## src/design/psad_pkg.sv

```systemverilog
// ----------------------------------------------------------------------------
// psad_pkg
// Shared constants for the plucked string allpass delay block: register
// indexes, fixed field widths and parameter defaults.
// ----------------------------------------------------------------------------
`default_nettype none

package psad_pkg;

    localparam int DELAY_DEPTH_DEF    = 4096;
    localparam int SAMPLE_BITS_DEF    = 16;

    localparam int OFFSET_BITS        = 12;
    localparam int COEFF_BITS         = 16;
    localparam int COEFF_FRAC         = 15;
    localparam int DELAY_OFFSET_RESET = 100;

    localparam int CFG_DATA_BITS      = 16;
    localparam int CFG_INDEX_BITS     = 1;

    localparam logic [CFG_INDEX_BITS-1:0] REG_DELAY_OFFSET  = 1'd0;
    localparam logic [CFG_INDEX_BITS-1:0] REG_ALLPASS_COEFF = 1'd1;

endpackage

`default_nettype wire

```

## src/design/psad_allpass.sv

```systemverilog
// ----------------------------------------------------------------------------
// psad_allpass
// Tap averaging, first-order allpass and loop sample saturation. Holds the
// previous average and the previous allpass output.
// ----------------------------------------------------------------------------
`default_nettype none

module psad_allpass #(
    parameter int SB = 16
) (
    input  wire logic                                clk,
    input  wire logic                                rst_n,
    input  wire logic                                en,
    input  wire logic signed [psad_pkg::COEFF_BITS-1:0] coeff,
    input  wire logic [SB-1:0]                       tap1,
    input  wire logic [SB-1:0]                       tap2,
    input  wire logic [SB-1:0]                       sample,
    output logic      [SB-1:0]                       y,
    output logic      [SB-1:0]                       loop_sample
);

    import psad_pkg::*;

    localparam int PW = SB + COEFF_BITS + 1;
    localparam logic [SB-1:0] SAT_HI = {1'b0, {(SB-1){1'b1}}};
    localparam logic [SB-1:0] SAT_LO = {1'b1, {(SB-1){1'b0}}};
    localparam logic signed [PW-1:0] HALF = PW'(1) << (COEFF_FRAC - 1);

    logic [SB-1:0]           prev_average_reg;
    logic [SB-1:0]           allpass_out_reg;
    logic signed [SB:0]      tap_sum;
    logic [SB-1:0]           avg;
    logic signed [SB:0]      diff;
    logic signed [PW-1:0]    prod;
    logic signed [PW-1:0]    prod_rnd;
    logic signed [SB+1:0]    scaled;
    logic signed [SB+2:0]    y_wide;
    logic [SB-1:0]           y_sat;
    logic signed [SB:0]      loop_wide;

    always_comb
    begin
        tap_sum  = $signed({tap1[SB-1], tap1}) + $signed({tap2[SB-1], tap2});
        avg      = tap_sum[SB:1];
        diff     = $signed({avg[SB-1], avg}) -
                   $signed({allpass_out_reg[SB-1], allpass_out_reg});
        prod     = $signed({{(COEFF_BITS){diff[SB]}}, diff}) *
                   $signed({{(SB+1){coeff[COEFF_BITS-1]}}, coeff});
        prod_rnd = prod + HALF;
        scaled   = prod_rnd[PW-1:COEFF_FRAC];
        y_wide   = $signed({scaled[SB+1], scaled}) +
                   $signed({{3{prev_average_reg[SB-1]}}, prev_average_reg});
        if (y_wide[SB+2:SB-1] == '0 || y_wide[SB+2:SB-1] == '1)
        begin
            y_sat = y_wide[SB-1:0];
        end
        else
        begin
            y_sat = y_wide[SB+2] ? SAT_LO : SAT_HI;
        end
        loop_wide = $signed({sample[SB-1], sample}) + $signed({y_sat[SB-1], y_sat});
        if (loop_wide[SB] != loop_wide[SB-1])
        begin
            loop_sample = loop_wide[SB] ? SAT_LO : SAT_HI;
        end
        else
        begin
            loop_sample = loop_wide[SB-1:0];
        end
    end

    always_ff @(posedge clk or negedge rst_n)
    begin
        if (!rst_n)
        begin
            prev_average_reg <= '0;
            allpass_out_reg  <= '0;
        end
        else if (en)
        begin
            prev_average_reg <= avg;
            allpass_out_reg  <= y_sat;
        end
    end

    assign y = y_sat;

endmodule

`default_nettype wire

```

## config.mk

```make
export PLATFORM = sky130hd
export DESIGN_NAME = psad_allpass
export DESIGN_NICKNAME = d
export VERILOG_FILES = /design/src/design/psad_pkg.sv /design/src/design/psad_allpass.sv
export SDC_FILE = /design/constraint.sdc
export NUM_CORES = 1
export LEC_CHECK = 0
export BUFFER_PORTS_ARGS = -buffer_cell sky130_fd_sc_hd__buf_2
export CORE_ASPECT_RATIO = 0.6
export CORE_MARGIN = 3
export CORE_UTILIZATION = 51
export DETAILED_ROUTE_END_ITERATION = 8
export PLACE_DENSITY = 0.69
export SYNTH_ARGS = -nofsm -noshare
export SYNTH_HDL_FRONTEND = slang
export SYNTH_SLANG_ARGS = --single-unit
```

## constraint.sdc

```tcl
create_clock -name clk -period 29.6 [get_ports clk]
set_clock_uncertainty 0.1 [all_clocks]
set_input_delay 4.44 -clock clk [delete_from_list [all_inputs] [get_ports clk]]
set_output_delay 4.44 -clock clk [all_outputs]
set_load 0.005 [all_outputs]
```

==> impl_metrics.csv <==
group,metric,value,unit
status,status,"finished, final reports clean",
synth,synth_compound_area_share,11.89,%
clocking,clock_latency,0.30,ns
cells_and_area,antenna_cells,0,
worst_setup_path,critical_path.top_delay_family,"compound AO/OA/AOI/OAI gates",
placement,io_buffer_count,98,
sta,slew_viol_final,0,
synth,yosysTopAreaCell,"fa_1",
synth,ys_types,65,
worst_setup_path,crit_required,25.06,ns
synth,synth_top_family_by_area,"adder cells",
clocking,hold_buffers,0,
sta,finalHoldViolations,0,
sta,rsz0062_at_grt,"no",
synth,async_flop_share,100.0,%
clocking,postCtsSetupBuffers,0,
placement,routabilityCongestion,0.8855,
synth,synth_edf_count,0,
route,drtIter0Drc,754,
clocking,cts_resized,0,
sta,period_minus_slack,23.75,ns
synth,ys_seq_elements,32,
synth,synth.top_cell.area_share,36.88,%
cells_and_area,drive_gt1_share,8.885,%
sta,setup_viol,0,
synth,ys_top_cells_by_count,"inv_1 (359), fa_1 (274), ha_1 (148)",
worst_setup_path,startpoint_type,"input pin",
global_route,grt_antenna_before_repair,1,
synth,post-synth-top-count-cell,"inv_1",
worst_setup_path,path_class,"in -> out",
route,avgViaCountPerCell,5.640,
die,rows,47,
synth,synthSimpleGateAreaFrac,16.74,%
die,die_y,138.3,um
clocking,clk_pin_slew,0.06,ns
sta,finalSetupTns,0,ns
global_route,grt_pass1_wl,64250,um
worst_setup_path,arrival,19.21,ns
die,num_io_pins,99,
global_route,grt_remaining_overflow,0,
synth,synth_ff_type,"dfrtp_1",
cells_and_area,areaGrowthSynthToFinish,6.712,%
synth,synth_fa_ha_area_share,49.33,%
cells_and_area,layout.nets,2255,
sta,clock.fmax,42.11,MHz
synth,syn_inst,1707,
worst_setup_path,max_stage_delay,1.07,ns
clocking,clock-sinks,32,
route,totalWireLength,38260,um
synth,ys.warnings.count,0,
route,vias,12040,
synth,synth-xor-area-share,4.357,%
route,drc,0,
synth,syn_area_per_cell,8.714,um2
synth,synth_area_leaders,"fa_1 (37%), ha_1 (12%), inv_1 (9.1%)",
synth,synth_area,14870,um2
route,postRouteAntennaNets,0,
placement,dp_hpwl,31800,um
worst_setup_path,crit_fanout,16,
global_route,grt_max_degree,63,
worst_setup_path,slowest_stage,"o21ai_1",
worst_setup_path,cp_common_cell,"fa_1",
clocking,root_buffer,"clkbuf_16",
sta,max_slew_margin,8.031,%
global_route,grt_usage,25.26,%
die,coreArea,28110,um2
route,routedWlPerCell,17.93,um
sta,tightestPinTransition,1.370,ns
flow_run,drv_cap,0,
clocking,htree_num_levels,2,
clocking,clockBufferDepth,2,
global_route,grt_pass1_vias,12480,
die,dieArea,31320,um2
sta,fin_crit_sh,80.24,%
clocking,cts_tree,"built",
synth,synth-seq-area-share,5.384,%
worst_setup_path,endpoint_kind,"output port",
synth,synthMuxAreaShare,1.573,%
worst_setup_path,path_buf_inv,7,
die,start_util,52.92,%
synth,syn-num-nets,2196,
die,die_w,226.5,um
clocking,cts_buffers,5,
worst_hold_path,hold_path_class,"reg -> reg",
route,first_pass_iters,5,
==> logic make-up after synthesis <==
group / Yosys count
AND/OR/NAND/NOR: 471
multiplexers: 21
adder cells (fa/ha/maj): 422
AO/OA/AOI/OAI: 268
flip-flops: 32
buffers and inverters: 419
XOR/XNOR: 74
==> metrics by stage <==
step | util (%) | std cells | setup WS (ns) | area (um2) | hold WS [ns]
finish | 56.47 | 2134 | 5.850 | 15870 | 0.4159
global route | 56.47 | 2134 | 4.947 | 15870 | 0.4328
CTS | 56.47 | 2134 | 6.081 | 15870 | 0.4195
detailed placement | 55.87 | 2126 | 6.091 | 15710 | 0.4068
global placement | 55.87 | 2126 | 6.485 | 15710 | 0.3957
floorplan | - | 1707 | 7.928 | 14870 | 0.3807
==> placed cells by master (no fill, tap or decap), types with 20 or more instances in the layout <==
master,netlist,layout
nand2b_1,21,21
buf_2,1,98
inv_1,359,359
o21a_1,34,34
o21ai_1,36,36
a22o_1,20,20
a21oi_1,68,68
nand2_1,114,114
xnor2_1,55,55
nand3_1,35,35
fa_1,274,274
and3_1,35,35
dfrtp_1,32,32
ha_1,148,148
nor2b_1,31,31
a21o_1,28,28
nor3_1,22,21
and2_1,90,90
nor2_1,73,70
==> final timing paths <==
kind                                        to  cells past startpoint  slack [ns]           startpoint
max                             loop_sample[8]                     59        5.85              tap1[0]
min                        prev_average_reg[3]                      1        0.42  prev_average_reg[3]
max reg2reg                allpass_out_reg[10]                     39       18.18   allpass_out_reg[1]
min reg2reg                prev_average_reg[3]                      1        0.42  prev_average_reg[3]
max in group asynchronous  prev_average_reg[6]                      1       24.70                rst_n
min in group asynchronous  allpass_out_reg[15]                      1        4.15                rst_n
==> per-layer routing <==
| layer | up-vias | global-route usage (%) | wire length [um] |
|---|---|---|---|
| met5 | - | 0 | 0 |
| met4 | 0 | 4.049 | 561 |
| met3 | 50 | 4.174 | 2664 |
| met2 | 391 | 38.73 | 17100 |
| met1 | 6054 | 38.32 | 17930 |
| li1 | 5540 | - | - |
==> cell type report <==
type | count | area [um2]
repair buffers | 110 | 580.6
clock inverters | 3 | 42.54
multi-input cells | 1256 | 12510
flip-flops and latches | 32 | 800.8
well taps | 367 | 459.2
inverters | 361 | 1355
fillers | 2576 | 12240
clock buffers | 5 | 125.1
Power is left out: the tool's default activity adds up to more than one toggle a clock period on the data nets, which glitch-free logic cannot reach.
