--- src/design/psad_pkg.sv ---
// ----------------------------------------------------------------------------
// psad_pkg
// Shared constants for the plucked string allpass delay block: register
// indexes, fixed field widths and parameter defaults.
// ----------------------------------------------------------------------------
`default_nettype none

package psad_pkg;

    localparam int DELAY_DEPTH_DEF    = 4096;
    localparam int SAMPLE_BITS_DEF    = 16;

    localparam int OFFSET_BITS        = 12;
    localparam int COEFF_BITS         = 16;
    localparam int COEFF_FRAC         = 15;
    localparam int DELAY_OFFSET_RESET = 100;

    localparam int CFG_DATA_BITS      = 16;
    localparam int CFG_INDEX_BITS     = 1;

    localparam logic [CFG_INDEX_BITS-1:0] REG_DELAY_OFFSET  = 1'd0;
    localparam logic [CFG_INDEX_BITS-1:0] REG_ALLPASS_COEFF = 1'd1;

endpackage

`default_nettype wire

--- src/design/psad_cfg.sv ---
// ----------------------------------------------------------------------------
// psad_cfg
// Configuration registers. The delay offset is reduced modulo the ring
// depth when it is written, so the address path only sees in-range offsets.
// ----------------------------------------------------------------------------
`default_nettype none

module psad_cfg #(
    parameter int DELAY_DEPTH = 4096,
    parameter int AW          = 12
) (
    input  wire logic                                  clk,
    input  wire logic                                  rst_n,
    input  wire logic                                  we,
    input  wire logic [psad_pkg::CFG_INDEX_BITS-1:0]   index,
    input  wire logic [psad_pkg::CFG_DATA_BITS-1:0]    data,
    output logic      [AW-1:0]                         offset,
    output logic signed [psad_pkg::COEFF_BITS-1:0]     coeff
);

    import psad_pkg::*;

    localparam int RSHIFT   = 24;
    localparam int PW       = OFFSET_BITS + RSHIFT;
    localparam int QW       = RSHIFT;
    localparam bit IN_RANGE = DELAY_DEPTH > ((1 << OFFSET_BITS) - 1);
    localparam longint unsigned RECIP =
        ((longint'(1) << RSHIFT) + longint'(DELAY_DEPTH) - 1) / longint'(DELAY_DEPTH);
    localparam logic [AW-1:0] OFF_RESET = AW'(DELAY_OFFSET_RESET % DELAY_DEPTH);

    logic [OFFSET_BITS-1:0]       raw_off;
    logic [PW-1:0]                quot_prod;
    logic [OFFSET_BITS-1:0]       quot;
    logic [QW-1:0]                quot_depth;
    logic [QW-1:0]                rem;
    logic [AW-1:0]                off_red;
    logic [AW-1:0]                offset_reg;
    logic signed [COEFF_BITS-1:0] coeff_reg;

    always_comb
    begin
        raw_off    = data[OFFSET_BITS-1:0];
        quot_prod  = PW'(raw_off) * PW'(RECIP);
        quot       = quot_prod[PW-1:RSHIFT];
        quot_depth = QW'(quot) * QW'(DELAY_DEPTH);
        rem        = QW'(raw_off) - quot_depth;
        off_red    = IN_RANGE ? AW'(raw_off) : AW'(rem);
    end

    always_ff @(posedge clk or negedge rst_n)
    begin
        if (!rst_n)
        begin
            offset_reg <= OFF_RESET;
            coeff_reg  <= '0;
        end
        else if (we)
        begin
            case (index)
                REG_DELAY_OFFSET:  offset_reg <= off_red;
                REG_ALLPASS_COEFF: coeff_reg  <= $signed(data[COEFF_BITS-1:0]);
                default:           ;
            endcase
        end
    end

    assign offset = offset_reg;
    assign coeff  = coeff_reg;

endmodule

`default_nettype wire

--- config.mk ---
export PLATFORM = sky130hd
export DESIGN_NAME = psad_cfg
export DESIGN_NICKNAME = d
export VERILOG_FILES = /design/src/design/psad_pkg.sv /design/src/design/psad_cfg.sv
export SDC_FILE = /design/constraint.sdc
export NUM_CORES = 1
export LEC_CHECK = 0
export BUFFER_PORTS_ARGS = -buffer_cell sky130_fd_sc_hd__buf_2
export CORE_MARGIN = 10
export CORE_UTILIZATION = 40
export DETAILED_ROUTE_END_ITERATION = 8
export PLACE_DENSITY = 0.76
export SETUP_SLACK_MARGIN = 0.15
export SLEW_MARGIN = 20
export SYNTH_ARGS = -nofsm -noshare
export SYNTH_HDL_FRONTEND = slang
export SYNTH_SLANG_ARGS = --single-unit
--- constraint.sdc ---
create_clock -name clk -period 0.8 [get_ports clk]
set_clock_uncertainty 0.1 [all_clocks]
set_input_delay 0.04 -clock clk [delete_from_list [all_inputs] [get_ports clk]]
set_output_delay 0.04 -clock clk [all_outputs]
set_load 0.02 [all_outputs]
==> results of run 1 <==
-- final cells by class --
class                      instances  area [sq um]  share of cell area (%)
clock buffer                       4          26.3                    1.41
tap                               30          37.5                    2.01
sequential                        28           736                    39.4
multi-input combinational         30           445                    23.8
timing repair buffer              64           623                    33.4
-- cell families (layout without fill, tap and decap cells) --
family | Yosys count | in the layout | share of synthesized area, %
buffers and inverters | 2 | 68 | 2.04
DFF | 28 | 28 | 63.8
and+or+nand+nor | 2 | 2 | 2.26
muxes | 28 | 28 | 31.9
-- synth_stat cells --
cell type	number
buf_6	2
nand2b_4	1
dfstp_2	3
dfrtp_1	25
nand2_4	1
mux2_2	18
mux2_4	10
-- power by group through the flow --
stage	clock [mW]	sequential, mW	combinational (mW)
2_1_floorplan	0	2.08	0.360
3_3_place_gp	0	1.80	1.02
3_5_place_dp	0	1.81	1.04
4_1_cts	0.621	1.85	1.46
5_1_grt	0.672	1.89	1.55
6_report	0.590	1.86	1.47
-- layer usage --
| layer | part of all wire (%) | vias to the layer above |
|---|---|---|
| met5 | 0 | - |
| met2 | 47 | 32 |
| met3 | 7.8 | 2 |
| met1 | 45 | 381 |
| li1 | - | 342 |
| met4 | 0.28 | 0 |
-- timing repair --
item | 4_1_cts | 5_1_grt
setup endpoints to repair | 56 | 56
buffers inserted | 10 | 1
hold endpoints to repair | 56 | 28
resized for setup | 69 | 2
-- worst max path at each step --
stage	from	endpoint	depth (start not counted)
after global placement	index	offset[4]	3
after global routing	offset[1]	offset[1]	2
after floorplan	offset[10]	offset[10]	1
after detailed placement	index	offset[4]	3
final	offset[6]	offset[6]	1
after CTS	offset[5]	offset[5]	1
-- placed cells by master (no fill, tap or decap) --
master and count:
dlygate4sd3_1 1, buf_4 1, clkbuf_1 1, buf_12 3, dfrtp_2 25, nand2_4 1
dfstp_2 3, buf_6 40, clkbuf_4 3, mux2_4 28, nand2b_4 1, buf_2 19
==> run summary, run 1 <==
Area delta synth->final: 69.1%
Drt via density: 4.85
Distinct cell type count of the synthesized netlist: 7
Failing checks: hold timing, setup timing
Ys Warns: 0
Mapped Area: 1100 sq um
Yosys top cell area share: 56.6%
Post-route design area: 1870 sq um
First-pass GRT wire length: 4550 microns
Chip width: 72.6 microns
WS Path Type: reg -> out
LEAKAGE: 0.935 nW
Reg clk slew, reported paths: 150 ps
VDD IR max: 1.26 mV
DIE HEIGHT: 72.6 microns
FF-to-FF Start: coeff[10]
Avg WL per Cell: 18.1 microns
Filler cells: 175
Design Power: 3.92 mW
Num CTS Buffers: 3
Grt ovf: 0
Setup Viol. Count Final: 56
Setup ws final: -342 ps
Placed cell area: 1520 sq um
M3 GR Usage: 3.95%
Post-detailed-route count of antenna-violating nets: 0
Fin cells: 156
Hold WC Path Type: in -> reg
Slowest CP cell: dfstp_2
Tcrit/Tclk final: 143%
Port bufs: 47
Final hold vios: 28
Combinational share of power: 37.5%
Pre-CTS WS: -170 ps
Max Clk Rate: 876 MHz
Worst flop-to-flop path endpoint: coeff[10]
Synth Area per Inst: 18.4 sq um
Status: complete, but fails checks
Switching power: 1.13 mW
Worst path max stage delay: 570 ps
Hold-critical path endpoint: coeff[14]
H-Tree Depth: 1
RSZ-0062 raised after global routing: yes
Worst-path fanout max: 2
R2R setup slack: -220 ps
Post-DP HPWL: 1970 microns
Clock network fraction of design power: 15.1%
M2 GR Usage: 16.7%
CP delay by family, top: flip-flops
Critical-path cell list: buf_6
Cell Int Power: 2.79 mW
Core area: 2540 sq um
Final wirelength: 2830 microns
Std-Cell Rows: 18
Pin count of the biggest net entering global routing: 29
Critical path arrival: 1000 ps
Cells on worst reg2reg path: 2
Drt first pass iters: 3
Worst Max-Slew Pin Slew: 250 ps
Top post-synthesis cells by area: dfrtp_1, mux2_2, mux2_4
Vias in the first global route: 890
Startpoint Class: flip-flop
Min-Delay Path Depth: 2
Sequential-to-total area share from yosys stat: 63.8%
Hold WS: -163 ps
# hold bufs at CTS: 1
Total of max-cap violations: 0
Worst-skew pair later-pin latency: 320 ps
Critical Path End Type: output port
1st-iter DRT viols: 37
Fin crit period: 1140 ps
DR DRC count: 0
Antenna violations before repair: 0
M1 GR Usage: 13.7%
GRT Overall Usage: 10.7%
Slew headroom: 83.3%
Setup TNS: -10520 ps
Data required, critical path: 660 ps
Die area: 5260 sq um
Cell count after placement: 140
Nets: 147
Largest register FFs: 16
CTS tree: done
Sequential share of power: 47.4%
Slew Viols, Final: 0
Share of layout cells above drive strength 1: 98.4%
DR vias: 757
Synth Instances: 60
Max clock buf depth: 2
GR peak layer: met2
Bufs and invs on worst path: 1
Antenna cell count: 0
Syn nets: 80
# IOs: 48
Power density over the cells: 2100 nW/um^2
Post-synth top area cell: dfrtp_1
Sw Ratio: 28.9%
HP Start: data[14]
Clk sinks: 28
Root buffer cell: clkbuf_4
Gpl congestion: 0.677
#FFs+latches synth: 28
Fin util: 73.4%
Initial Utilization: 43.4%
Note: power is estimated with default switching activity, not from simulation.
==> run 2: changes to the inputs <==
- CAP_MARGIN: unset -> 20
- CELL_PAD_IN_SITES_DETAIL_PLACEMENT: unset -> 1
- CELL_PAD_IN_SITES_GLOBAL_PLACEMENT: unset -> 1
- CORE_UTILIZATION: 40 -> 33
- PLACE_DENSITY: 0.76 -> 0.77
==> run 2 against run 1 <==
Effect of this change:
- the run still ends with hold timing, setup timing left
- maximum frequency is 1.7% lower
- total power is 5.4% higher
- clock power is 18% higher
- cell count is 11% higher
- sequential share of layout area is 1.0 points lower
- largest power group unchanged
- sequential power hardly changed
- worst hold slack better by 4.0 ps
- core utilization is 12 points lower
==> run summary, run 2 (same netlist as run 1, synthesis figures left out) <==
Status: complete, but fails checks
Failing checks: hold timing, setup timing
R2R setup slack: -250 ps
# IOs: 48
Combinational share of power: 37.8%
DIE HEIGHT: 77.9 microns
Sw Ratio: 29.7%
Reg clk slew, reported paths: 150 ps
Clock network fraction of design power: 16.8%
Antenna violations before repair: 0
Final wirelength: 3810 microns
Worst-path fanout max: 2
Vias in the first global route: 950
Chip width: 77.9 microns
Pin count of the biggest net entering global routing: 29
Commonest cells after routing, fill and taps aside: buf_6, mux2_4, dfrtp_2, buf_2
Cells on worst reg2reg path: 3
Gpl congestion: 0.711
Max Clk Rate: 861 MHz
Hold WC Path Type: in -> reg
Post-route design area: 1920 sq um
Antenna cell count: 0
Nets: 150
Std-Cell Rows: 20
Switching power: 1.22 mW
Commonest non-fill, non-tap cell in the layout: buf_6
Bufs and invs on worst path: 1
Cell Int Power: 2.90 mW
Power density over the cells: 2150 nW/um^2
Worst path max stage delay: 580 ps
WS Path Type: reg -> out
Setup Viol. Count Final: 56
Initial Utilization: 35.3%
FF-to-FF Start: offset[6]
Area delta synth->final: 73.6%
Critical path origin: offset[5]
Critical Path End Type: output port
1st-iter DRT viols: 37
Final hold vios: 28
Total of max-cap violations: 0
Die area: 6060 sq um
Pre-CTS WS: -182 ps
Clk sinks: 28
Filler cells: 293
Post-detailed-route count of antenna-violating nets: 0
Largest register FFs: 16
GRT Overall Usage: 12.9%
Max clock buf depth: 2
Worst flop-to-flop path endpoint: offset[6]
Slew Viols, Final: 0
CTS tree: done
Core area: 3130 sq um
VDD IR max: 0.834 mV
Slowest CP cell: dfstp_2
Num CTS Buffers: 3
Grt ovf: 0
DR DRC count: 0
H-Tree Depth: 1
Crit path to: offset[5]
LEAKAGE: 0.949 nW
RSZ-0062 raised after global routing: yes
# hold bufs at CTS: 1
Slew headroom: 83.7%
Worst-skew pair later-pin latency: 320 ps
Hold WS: -159 ps
Setup ws final: -361 ps
Startpoint Class: flip-flop
Port bufs: 47
CP delay by family, top: flip-flops
Fin util: 61.3%
DR vias: 764
Avg WL per Cell: 22.0 microns
Critical-path cell list: buf_6
Post-DP HPWL: 2260 microns
Drt first pass iters: 3
Root buffer cell: clkbuf_4
Sequential share of power: 45.4%
Critical path arrival: 1020 ps
First-pass GRT wire length: 5970 microns
Worst Max-Slew Pin Slew: 244 ps
Placed cell area: 1520 sq um
Data required, critical path: 660 ps
Design Power: 4.13 mW
Share of layout cells above drive strength 1: 99.2%
Fin crit period: 1160 ps
Drt via density: 4.42
Tcrit/Tclk final: 145%
WP depth: 1
==> run 2: cell types whose count changed in the layout (fill, tap and decap cells not counted) <==
cell / change
buf_6: +2
mux2_2: +2
mux2_4: -2
clkbuf_1: -1
clkbuf_8: +1
buf_4: +1
==> run 2: how the worst min path moves through the flow <==
stage	from	to	slack [ps]	cells past startpoint
2_1_floorplan	rst_n	coeff[0]	-360	0
3_3_place_gp	rst_n	offset[4]	-100	2
3_5_place_dp	rst_n	offset[4]	-100	2
4_1_cts	data[13]	coeff[13]	-170	2
5_1_grt	data[14]	coeff[14]	-170	2
6_report	data[14]	coeff[14]	-160	2
==> run 2: metrics by stage <==
step | TNS, ps | cells | hold WS [ps]
final | -11630 | 173 | -159
after CTS | -11030 | 171 | -167
after detailed placement | -4430 | 152 | -99.0
after global placement | -4030 | 152 | -103
after floorplan | -3040 | 60 | -356
after global routing | -13120 | 173 | -174
==> run 2: power groups by stage <==
stage	sequential, mW	clock [mW]	combinational (mW)
floorplan	2.08	0	0.360
global placement	1.80	0	1.01
detailed placement	1.82	0	1.03
CTS	1.85	0.689	1.51
global route	1.90	0.775	1.64
finish	1.87	0.694	1.56
==> run 2: layout make-up <==
class | instances | area (sq um) | area share [%]
Sequential cell | 28 | 736 | 38.4
Timing Repair Buffer | 67 | 653 | 34.1
Multi-Input combinational cell | 30 | 438 | 22.8
Tap cell | 44 | 55.1 | 2.87
Clock buffer | 4 | 36.3 | 1.89
==> run 2: per-layer routing <==
metal	vias up	share of wire [%]	track usage, %
li1	347	-	-
met1	385	39	13.8
met2	28	54	23.5
met3	4	5.2	2.76
met4	0	2.2	6.02
met5	-	0	0
==> run 2: repair_timing <==
item	4_1_cts	5_1_grt
gates cloned	0	0
hold endpoints to repair	56	28
endpoints found under the setup margin	56	56
buffers inserted	14	2
pin swaps	0	0
gates resized for setup	70	1
==> run 3: changes to the inputs <==
- TNS_END_PERCENT: unset -> 1
==> run 3 against run 2 <==
Effect of this change:
- die area did not move
- worst hold slack lost 6.8 ps
- combinational power fell by 32%
- critical endpoint unchanged
- clock-buffer cell count did not move
- critical path type unchanged
- the flow still finishes with violations (hold timing, setup timing)
- non-clock buffer count is 15 lower
==> run summary, run 3 (same netlist as run 1, synthesis figures left out) <==
WP depth: 1
Pre-CTS WS: -182 ps
Antenna violations before repair: 0
Commonest cells after routing, fill and taps aside: buf_2, mux2_4, dfrtp_2
Area delta synth->final: 44.5%
Worst-skew pair later-pin latency: 310 ps
1st-iter DRT viols: 28
Failing checks: hold timing, setup timing
Multi-input logic area: 438 sq um
Total of max-cap violations: 0
Worst Max-Slew Pin Slew: 242 ps
DIE HEIGHT: 77.9 microns
Slew headroom: 83.9%
Vias in the first global route: 841
Pin count of the biggest net entering global routing: 29
Slowest CP cell: dfstp_2
Min-Delay Path Depth: 2
Share of layout cells above drive strength 1: 99.1%
Bufs and invs on worst path: 1
Post-DP HPWL: 2260 microns
Chip width: 77.9 microns
First-pass GRT wire length: 4530 microns
Hold WC Path Type: in -> reg
LEAKAGE: 0.807 nW
Hold WS: -166 ps
Avg WL per Cell: 17.8 microns
Clk sinks: 28
CTS tree: done
Post-detailed-route count of antenna-violating nets: 0
RSZ-0062 raised after global routing: yes
Startpoint Class: flip-flop
H-Tree Depth: 1
Data required, critical path: 660 ps
Register Area: 736 sq um
Commonest non-fill, non-tap cell in the layout: buf_2
Num CTS Buffers: 3
Final wirelength: 2810 microns
GRT Overall Usage: 9.36%
Grt ovf: 0
Port bufs: 47
Max clock buf depth: 2
Final hold vios: 28
Core area: 3130 sq um
Design Power: 3.53 mW
Setup Viol. Count Final: 56
Cells on worst reg2reg path: 2
DR vias: 696
# IOs: 48
Critical path arrival: 1000 ps
Critical-path cell list: buf_6
DR DRC count: 0
Reg clk slew, reported paths: 150 ps
Max Clk Rate: 876 MHz
Placed cell area: 1520 sq um
Critical Path End Type: output port
Initial Utilization: 35.3%
Largest register FFs: 16
Power density over the cells: 2210 nW/um^2
Drt first pass iters: 3
CP delay by family, top: flip-flops
Worst-path fanout max: 2
Worst path max stage delay: 570 ps
Std-Cell Rows: 20
Fin crit period: 1140 ps
Root buffer cell: clkbuf_4
# hold bufs at CTS: 1
Nets: 135
Drt via density: 4.41
Filler cells: 324
Antenna cell count: 0
Slew Viols, Final: 0
VDD IR max: 0.662 mV
Status: complete, but fails checks
Die area: 6060 sq um
Gpl congestion: 0.711
Tcrit/Tclk final: 143%
Post-route design area: 1600 sq um
WS Path Type: reg -> out
Setup ws final: -342 ps
[run 3: changes by cell type in the layout (fill, tap and decap cells not counted), sizes merged]
cell / before / now
buf: 66 / 51
[run 3: per-layer routing]
metal	wire [microns]	vias up	track usage, %
met5	0	-	0
met3	203	2	3.11
met1	1120	350	10.3
met4	31	0	4.38
li1	-	318	-
met2	1450	26	15.8
[run 3: area by class of cell]
| cell class | instances | share of cell area (%) |
|---|---|---|
| Sequential cell | 28 | 46.1 |
| Multi-Input combinational cell | 30 | 27.4 |
| Timing Repair Buffer | 52 | 20.8 |
| Tap cell | 44 | 3.45 |
| Clock buffer | 4 | 2.27 |
[run 3: worst paths after layout]
| path | startpoint | to | slack [ps] |
|---|---|---|---|
| hold / removal | data[12] | coeff[12] | -170 |
| max in group asynchronous | rst_n | offset[5] | 280 |
| setup / recovery | offset[5] | offset[5] | -340 |
| setup reg to reg | offset[6] | offset[6] | -140 |
| min in group asynchronous | rst_n | offset[4] | 70 |
| hold reg to reg | coeff[7] | coeff[7] | 430 |
[run 3: what timing repair did]
item,in CTS,in global routing
hold endpoints to repair,56,28
gates resized for setup,7,0
endpoints found under the setup margin,56,56
setup buffers,1,0
[run 3: per-stage QoR]
| step | hold slack, ps | cells | util [%] | TNS, ps |
|---|---|---|---|---|
| floorplan | -356 | 60 | - | -3040 |
| global placement | -103 | 152 | 48.6 | -4030 |
| detailed placement | -99.0 | 152 | 48.6 | -4430 |
| CTS | -167 | 158 | 51.0 | -9780 |
| global route | -184 | 158 | 51.0 | -11220 |
| finish | -166 | 158 | 51.0 | -9380 |
[run 3: report_power, final]
| group | internal, mW | switching, mW |
|---|---|---|
| clock | 0.278 | 0.392 |
| sequential | 1.67 | 0.127 |
| combinational | 0.534 | 0.525 |
[run 3: worst reg2reg max path, stage by stage (launching register included)]
cell     delay, ps
dfstp_2        570
buf_4          100
mux2_4         130
